`src/rtl/sli_pkg.sv`:
```
`default_nettype none

package sli_pkg;

  localparam int unsigned ValueBits  = 32;
  localparam int unsigned StatusBits = 2;
  localparam int unsigned CountBits  = 7;

  typedef enum logic {
    ACT_INSERT = 1'b0,
    ACT_SEARCH = 1'b1
  } action_t;

  typedef enum logic [StatusBits-1:0] {
    STS_INSERTED  = 2'd0,
    STS_FULL      = 2'd1,
    STS_FOUND     = 2'd2,
    STS_NOT_FOUND = 2'd3
  } status_t;

  typedef struct packed {
    action_t                      action;
    logic signed [ValueBits-1:0]  value;
  } req_beat_t;

  typedef struct packed {
    status_t                      status;
    logic        [CountBits-1:0]  entry_count;
  } rsp_beat_t;

  typedef enum logic [1:0] {
    ST_IDLE,
    ST_STEP,
    ST_CMP,
    ST_DONE
  } state_t;

endpackage

`default_nettype wire

```
`src/rtl/sorted_list_insert_search.sv`:
```
`default_nettype none

// Channel | Dir | Handshake            | Payload
// req     | in  | req_valid/req_ready  | sli_pkg::req_beat_t (action, value)
// rsp     | out | rsp_valid/rsp_ready  | sli_pkg::rsp_beat_t (status, entry_count)
//
// One beat at a time; req_ready is high only in the idle cycle. The store has one
// write and one read port with registered read data; each entry is read in STEP
// and compared in CMP. An insert walks down from the tail, moving each entry not
// smaller than its value up a slot, then writes it; a search walks up from the
// head to a match or the end. A full-store insert goes straight to the result.
// rsp holds until rsp_ready, then idle. Reset clears the count, not the store.

module sorted_list_insert_search #(
  parameter int unsigned CAPACITY    = 64,
  parameter int unsigned VALUE_WIDTH = 32
) (
  input  wire logic               clk,
  input  wire logic               rst,
  input  wire logic               req_valid,
  output logic                    req_ready,
  input  wire sli_pkg::req_beat_t req,
  output logic                    rsp_valid,
  input  wire logic               rsp_ready,
  output sli_pkg::rsp_beat_t      rsp
);

  localparam int unsigned AW = (CAPACITY > 1) ? $clog2(CAPACITY) : 1;
  localparam int unsigned CW = $clog2(CAPACITY + 1);
  localparam logic [CW-1:0] FULL_COUNT = CW'(CAPACITY);

  logic signed [VALUE_WIDTH-1:0] mem [CAPACITY];
  logic signed [VALUE_WIDTH-1:0] rd_data;
  logic        [AW-1:0]          rd_addr;

  sli_pkg::state_t  state, state_next;
  sli_pkg::action_t action, action_next;
  sli_pkg::status_t status, status_next;
  logic signed [VALUE_WIDTH-1:0] val, val_next;
  logic [CW-1:0] pos, pos_next;
  logic [CW-1:0] count, count_next;

  logic                          we;
  logic [AW-1:0]                 waddr;
  logic signed [VALUE_WIDTH-1:0] wdata;

  logic req_fire, is_insert, pos_zero, pos_at_end, not_smaller, equal;
  logic signed [VALUE_WIDTH-1:0] req_val;

  assign req_fire   = req_valid && req_ready;
  assign req_val    = VALUE_WIDTH'(req.value);
  assign is_insert  = (action == sli_pkg::ACT_INSERT);
  assign pos_zero   = (pos == '0);
  assign pos_at_end = (pos == count);
  // one entry compared per probe (ordering for insert, equality for search)
  assign not_smaller = !(rd_data < val);
  assign equal       = (rd_data == val);
  // insert walks down from the tail, search walks up from the head
  assign rd_addr = is_insert ? AW'(pos - CW'(1)) : pos[AW-1:0];

  always_ff @(posedge clk) begin
    if (we) begin
      mem[waddr] <= wdata;
    end
    rd_data <= mem[rd_addr];
  end

  always_comb begin
    state_next = state;
    case (state)
      sli_pkg::ST_IDLE: begin
        if (req_fire) begin
          if (req.action == sli_pkg::ACT_INSERT && count == FULL_COUNT) begin
            state_next = sli_pkg::ST_DONE;
          end else begin
            state_next = sli_pkg::ST_STEP;
          end
        end
      end
      sli_pkg::ST_STEP: begin
        if (is_insert ? pos_zero : pos_at_end) begin
          state_next = sli_pkg::ST_DONE;
        end else begin
          state_next = sli_pkg::ST_CMP;
        end
      end
      sli_pkg::ST_CMP: begin
        if (is_insert ? !not_smaller : equal) begin
          state_next = sli_pkg::ST_DONE;
        end else begin
          state_next = sli_pkg::ST_STEP;
        end
      end
      sli_pkg::ST_DONE: begin
        if (rsp_ready) begin
          state_next = sli_pkg::ST_IDLE;
        end
      end
      default: state_next = sli_pkg::ST_IDLE;
    endcase
  end

  always_comb begin
    action_next = action;
    val_next    = val;
    pos_next    = pos;
    count_next  = count;
    status_next = status;
    we          = 1'b0;
    waddr       = pos[AW-1:0];
    wdata       = val;
    case (state)
      sli_pkg::ST_IDLE: begin
        if (req_fire) begin
          action_next = req.action;
          val_next    = req_val;
          pos_next    = (req.action == sli_pkg::ACT_INSERT) ? count : '0;
          status_next = sli_pkg::STS_FULL;
        end
      end
      sli_pkg::ST_STEP: begin
        if (is_insert && pos_zero) begin
          we          = 1'b1;
          count_next  = count + CW'(1);
          status_next = sli_pkg::STS_INSERTED;
        end else if (!is_insert && pos_at_end) begin
          status_next = sli_pkg::STS_NOT_FOUND;
        end
      end
      sli_pkg::ST_CMP: begin
        if (is_insert) begin
          we = 1'b1;
          if (not_smaller) begin
            wdata    = rd_data;
            pos_next = pos - CW'(1);
          end else begin
            count_next  = count + CW'(1);
            status_next = sli_pkg::STS_INSERTED;
          end
        end else if (equal) begin
          status_next = sli_pkg::STS_FOUND;
        end else begin
          pos_next = pos + CW'(1);
        end
      end
      sli_pkg::ST_DONE: begin
      end
      default: begin
      end
    endcase
  end

  always_ff @(posedge clk) begin
    if (rst) begin
      state <= sli_pkg::ST_IDLE;
      count <= '0;
    end else begin
      state <= state_next;
      count <= count_next;
    end
    action <= action_next;
    val    <= val_next;
    pos    <= pos_next;
    status <= status_next;
  end

  assign req_ready       = (state == sli_pkg::ST_IDLE);
  assign rsp_valid       = (state == sli_pkg::ST_DONE);
  assign rsp.status      = status;
  assign rsp.entry_count = sli_pkg::CountBits'(count);

endmodule

`default_nettype wire
```
`config.mk`:
```
export PLATFORM = sky130hd
export DESIGN_NAME = sorted_list_insert_search
export DESIGN_NICKNAME = d
export VERILOG_FILES = /design/src/rtl/sli_pkg.sv /design/src/rtl/sorted_list_insert_search.sv
export SDC_FILE = /design/constraint.sdc
export NUM_CORES = 2
export LEC_CHECK = 0
export ABC_AREA = 1
export BUFFER_PORTS_ARGS = -buffer_cell sky130_fd_sc_hd__buf_2
export CELL_PAD_IN_SITES_DETAIL_PLACEMENT = 2
export CELL_PAD_IN_SITES_GLOBAL_PLACEMENT = 2
export CORE_UTILIZATION = 40
export CTS_BUF_LIST = sky130_fd_sc_hd__clkbuf_4 sky130_fd_sc_hd__clkbuf_8 sky130_fd_sc_hd__clkbuf_16
export CTS_CLUSTER_DIAMETER = 40
export DETAILED_ROUTE_END_ITERATION = 10
export GPL_TIMING_DRIVEN = 0
export PLACE_DENSITY = 0.69
export SETUP_SLACK_MARGIN = 0.3
export SLEW_MARGIN = 20
export SYNTH_ARGS = -nofsm -noshare
export SYNTH_HDL_FRONTEND = slang
export SYNTH_SLANG_ARGS = --single-unit
```
`constraint.sdc`:
```
create_clock -name clk -period 7 [get_ports clk]
set_input_delay 2.1 -clock clk [delete_from_list [all_inputs] [get_ports clk]]
set_output_delay 2.1 -clock clk [all_outputs]
set_load 0.02 [all_outputs]
```
# == Word-level counts from Yosys, hierarchy flattened ==
# Memories as Yosys holds them, arrays and structs flattened. A register that Yosys moved wholly into a read port is not among the register bits.
# Index checks and enable logic that the tools add are counted.
# op_classes
n_eq_ne,16
mux,34
reduce_logical,14
bitwise_logic,2
add_sub_neg,3
magnitude_cmp,1
# ops
cell,count
two-way mux 32 bit,3
two-way mux 7 bit,8
== test 32 bit,1
less-than comparator 32 bit,1
case mux 7 bit (2 select lines),2
two-way mux 2 bit,10
"!= test 3 bit, second input constant",5
"adder 7 x 1 -> 7 bit, second input constant",2
case mux 2 bit (4 select lines),1
AND reduction 4 bit,2
== test 7 bit,1
"== test 7 bit, second input constant",1
logical NOT 7 bit,1
two-way mux 1 bit,7
"subtractor 7 x 1 -> 7 bit, second input constant",1
two-way mux 6 bit,1
"!= test 2 bit, second input constant",3
case mux 2 bit (3 select lines),1
AND reduction 5 bit,1
"== test 2 bit, second input constant",2
logical AND 1 bit,4
"!= test 2 x 1 -> 1 bit, second input constant",2
AND reduction 2 bit,2
nonzero test 2 bit,2
5 further kinds,6
# word_totals
output_inout_bits,11
elab_cells,77
input_bits,37
mem_bits_rw,2048
reg_bits,51
mem_count,1
# mem_list
memory,words,width,rd,rd_clocked_by_memory_dff,write_ports,line,text
mem,64,32,1,1,1,sorted_list_insert_search.sv:32,logic signed [VALUE_WIDTH-1:0] mem [CAPACITY];

# == Logic depth before layout (Yosys ltp) ==
# logic_depth
depth_word,6
mapped_depth,20
depth_no_buf,20

# == Worst setup path after synthesis ==
# Ideal clock, no wire load.
# synth_timing
path_kind,reg2reg
start,register pos[0]
end,"memory mem[17][0], enable pin"
setup_slack_ps,1702
t_required_ps,6498
path_buffers,0
setup_time_ps,502
path_stages_with_launch,11
period_less_slack_ps,5298
arrival_time_ps,4797
path_cell_list,edfxtp_1 -> inv_2 -> ha_1 -> nand3_1 -> nor2_1 -> nand3_1 -> o22ai_1 -> nand2_1 -> inv_2 -> nand4_2 -> nor4_1
# synth_via
elab_chain_len,6
# synth_lines
element,line,text
start: declaration,sorted_list_insert_search.sv:40,"logic [CW-1:0] pos, pos_next;"
start signal: assignment,sorted_list_insert_search.sv:163,pos <= pos_next;
logical NOT 7 bit,sorted_list_insert_search.sv:53,assign pos_zero = (pos == '0);
logical AND 1 bit,sorted_list_insert_search.sv:122,if (is_insert && pos_zero) begin
two-way mux 1 bit,sorted_list_insert_search.sv:122,
case mux 1 bit (2 select lines),sorted_list_insert_search.sv:112,case (state)
two-way mux 1 bit,sorted_list_insert_search.sv:62,if (we) begin
two-way mux 1 bit (not written as such),sorted_list_insert_search.sv:63,mem[waddr] <= wdata;
end: declaration,sorted_list_insert_search.sv:32,
# Parallel ways exist; a longest one is shown, timed or not.

# == Final worst setup path ==
# layout_timing
start,register val[31]
end,memory mem[13][17] (data pin)
# layout_via
elab_chain_len,4
# layout_lines
element,line,text
start: declaration,sorted_list_insert_search.sv:39,"logic signed [VALUE_WIDTH-1:0] val, val_next;"
start signal: assignment,sorted_list_insert_search.sv:162,val <= val_next;
less-than comparator 32 bit,sorted_list_insert_search.sv:56,assign not_smaller = !(rd_data < val);
two-way mux 32 bit,sorted_list_insert_search.sv:133,if (not_smaller) begin
two-way mux 32 bit,sorted_list_insert_search.sv:131,if (is_insert) begin
two-way mux 32 bit,sorted_list_insert_search.sv:112,
net wdata[17],sorted_list_insert_search.sv:45,logic signed [VALUE_WIDTH-1:0] wdata;
# The timed path passes the listed nets, and every way through them passes these cells.

==> metrics.txt <==
Min-Delay Endpoint count[6]; status finished, final reports clean; Avg Inst Size Synth 14.0 sq um; Max Root-Sink Buffers 4; Syn. warnings 0; Post-route DRC 0; CTS buffer count 370; P_leak 39.8 nW; R2R cell count 14; I/O Pins 48; mean routed wirelength per cell 36.2 um; Max Freq 195 MHz; Area Growth Syn to Fin 25.0%; site row count 172; worst reg-to-reg setup slack 1.87 ns; initial antenna violation count 27; worst skew pair latency 1.00 ns; CTS clk-pin slew, worst paths 0.05 ns; flops & latches, synth 2131; combinational share of power 0.233; PwrDens 390 nW/um^2; Finished Layout Cells 10200; # fillers 20200; final HPWL from detailed placement 245000 um; worst flop-to-flop path startpoint val[31]; total power 43.0 mW; final instance area 110000 sq um; Reg power frac 0.337; Compound-Gate Fraction of Synth Area 0.0565; Synthesized Nets 6402; synthesized cell area 88400 sq um; GRT Residual Overflow 0; Placed Cells incl. Taps 9532; initial core utilization 0.402; period utilization 0.733; mux share of post-synthesis cell area 0.106; clock sink total 2131; Initial DRT Pass Iterations 6; post-CTS resize count 0; hold_ws 0.517 ns; worst slack at placement 2.28 ns; adder-cell share of the synthesized area 0.00594; Max Slew Vio Count 0; Simple-Gate Fraction of Synth Area 0.0750; worst-path fanout max 21; first-pass GRT wire length 513000 um; Mapped Cells 6323; nets 7026; critical path class reg -> reg; total routed wirelength 369000 um; final setup vio count 0; Core Region 220000 sq um; DIE AREA 223000 sq um; PortBufs 47; skew final 0.0747 ns; reg2reg end mem[13][17]; fin util 0.503; Worst IR Drop VDD 0.331 mV; CP Data Arrival Time 5.89 ns; largest net degree at the start of global routing 49; die width 472 um; Hold Startpoint count[6]; Max-Cap Viols 0; H-tree depth 5; # Post-CTS Setup Buffers 0; post-route setup TNS 0 ns; Least-Margin Pin Slew 1.27 ns; post-synth cell types 48; Startpoint Class register; Root Buffer clkbuf_16; final hold vios 0; crit path time final 5.13 ns; WHS Path Cells 2; Die Ht 472 um; fraction of layout cells with a size suffix above 1 0.238; P_sw 14.3 mW; CP endpoint kind register; Net Sw Frac 0.332; final worst slack 1.87 ns; placed inst area 98000 sq um; vias in the first global route 66000; Hold Buf Count CTS 0; Synth Area in XOR/XNOR 0.00117; sequential share of the synthesized area 0.719; DRT iter0 DRCs 7089; CTS tree built; largest family of logic cells by synthesized area multiplexers; Vias/cell 5.95; Worst Hold Class reg -> reg; required time of the critical path 7.76 ns; RSZ-0062 raised after global routing false; clock group share of total power 0.431; total track usage 0.328; Worst slew margin 0.154; Routed Antenna Nets 0; via count 60700; internal power 28.7 mW; GP Congestion 0.908
## cells in the mapped netlist, drive strengths merged
cell type / count / area [sq um]
a32o: 1 / 10.0
a22oi: 10 / 75.1
o2111a: 1 / 11.3
a31oi: 24 / 150
o22ai: 3 / 18.8
nand3: 233 / 1170
a32oi: 1 / 8.76
dfxtp: 41 / 821
o32ai: 1 / 8.76
buf: 256 / 1610
edfxtp: 2090 / 62800
a211oi: 1 / 7.51
a21o: 1 / 7.51
a21oi: 92 / 464
nor2: 146 / 551
nand2: 1282 / 4830
o311ai: 1 / 8.76
inv: 322 / 1210
o21ai: 632 / 3180
mux2i: 418 / 4180
o21bai: 1 / 7.51
o31ai: 5 / 37.5
o211ai: 129 / 968
xor2: 9 / 86.3
o2111ai: 1 / 8.76
clkbuf: 103 / 387
nand4: 5 / 37.5
nor3: 4 / 20.0
o21a: 3 / 22.5
or2: 1 / 6.26
xnor2: 2 / 17.5
ha: 42 / 526
nor4: 3 / 18.8
mux2: 459 / 5170
## critical path: stages (launching register included)
cell,delay (ns)
edfxtp_1,0.37
inv_1,0.26
ha_1,0.40
a21oi_1,0.28
o21a_1,0.18
nand2_1,0.11
a21oi_1,0.31
nand3_1,0.19
nand2_1,0.36
nand2_1,0.37
clkbuf_2,0.54
a21oi_4,0.87
buf_16,0.25
buf_16,0.17
buf_16,0.18
## per-layer routing
metal	global-route usage	share of wire
met3	0.0643	0.083
met2	0.527	0.47
met4	0.175	0.058
met5	0	0.00024
met1	0.420	0.39
## worst max-delay path by stage
stage	startpoint	to	slack, ns	cells after the start
final	val[31]	mem[13][17]	1.87	14
after floorplan	pos[0]	mem[17][0]	1.70	10
after detailed placement	pos[0]	mem[34][17]	2.28	11
after global routing	val[31]	mem[13][17]	1.93	14
after CTS	val[13]	mem[13][17]	2.09	17
after global placement	val[31]	mem[10][18]	-3.36	11
## layout make-up
class / count / area (sq um) / area share
Tap cell: 2958 / 3700 / 0.0335
Antenna cell: 6 / 15.0 / 0.000136
Buffer: 359 / 2000 / 0.0181
Clock buffer: 407 / 9730 / 0.0880
Multi-Input combinational cell: 3511 / 22400 / 0.203
Timing Repair Buffer: 252 / 5070 / 0.0459
Inverter: 322 / 1210 / 0.0110
Clock inverter: 249 / 2730 / 0.0247
Sequential cell: 2131 / 63600 / 0.576
## power by group through the flow
| stage | logic [mW] | registers (mW) | clock network (mW) |
|---|---|---|---|
| after floorplan | 4.88 | 14.7 | 0 |
| after global placement | 8.62 | 14.8 | 0 |
| after detailed placement | 9.42 | 14.7 | 0 |
| after CTS | 9.77 | 14.5 | 18.7 |
| after global routing | 10.2 | 14.5 | 19.1 |
| final | 10.0 | 14.5 | 18.5 |
## kinds of logic (layout without fill, tap and decap cells)
logic type               Yosys count  in the layout
AND/OR/NAND/NOR                 1674           1674
other                              0              6
adder cells (fa/ha/maj)           42             42
flip-flops                      2131           2131
buffers and inverters            681           1589
XOR/XNOR                          11             11
AO/OA/AOI/OAI                    907            907
multiplexers                     877            877
## layout by cell type, fill, tap and decap left out, types with 21 or more instances in the layout
cell | Yosys | layout
a21oi_1 | 91 | 61
a21oi_4 | 0 | 30
a31oi_1 | 24 | 24
buf_12 | 0 | 50
buf_16 | 0 | 132
buf_2 | 147 | 205
buf_4 | 87 | 90
buf_6 | 19 | 21
bufinv_16 | 0 | 41
clkbuf_1 | 103 | 100
clkbuf_16 | 0 | 379
clkbuf_4 | 0 | 23
clkinv_1 | 0 | 25
clkinv_2 | 0 | 49
clkinv_4 | 0 | 38
clkinvlp_4 | 0 | 46
dfxtp_1 | 41 | 41
edfxtp_1 | 2090 | 2090
ha_1 | 42 | 42
inv_1 | 310 | 308
inv_6 | 0 | 37
mux2_2 | 459 | 459
mux2i_1 | 418 | 418
nand2_1 | 1278 | 1278
nand3_1 | 233 | 233
nor2_1 | 145 | 83
nor2_4 | 0 | 62
o211ai_1 | 129 | 129
o21ai_0 | 417 | 416
o21ai_1 | 213 | 213
## sequential cells by signal, summed over array words and instances, names as in the netlist
register  cells
action        1
count         7
mem        2048
pos           7
rd_data      32
state         2
status        2
val          32
Note: power is estimated with default switching activity, not from simulation.
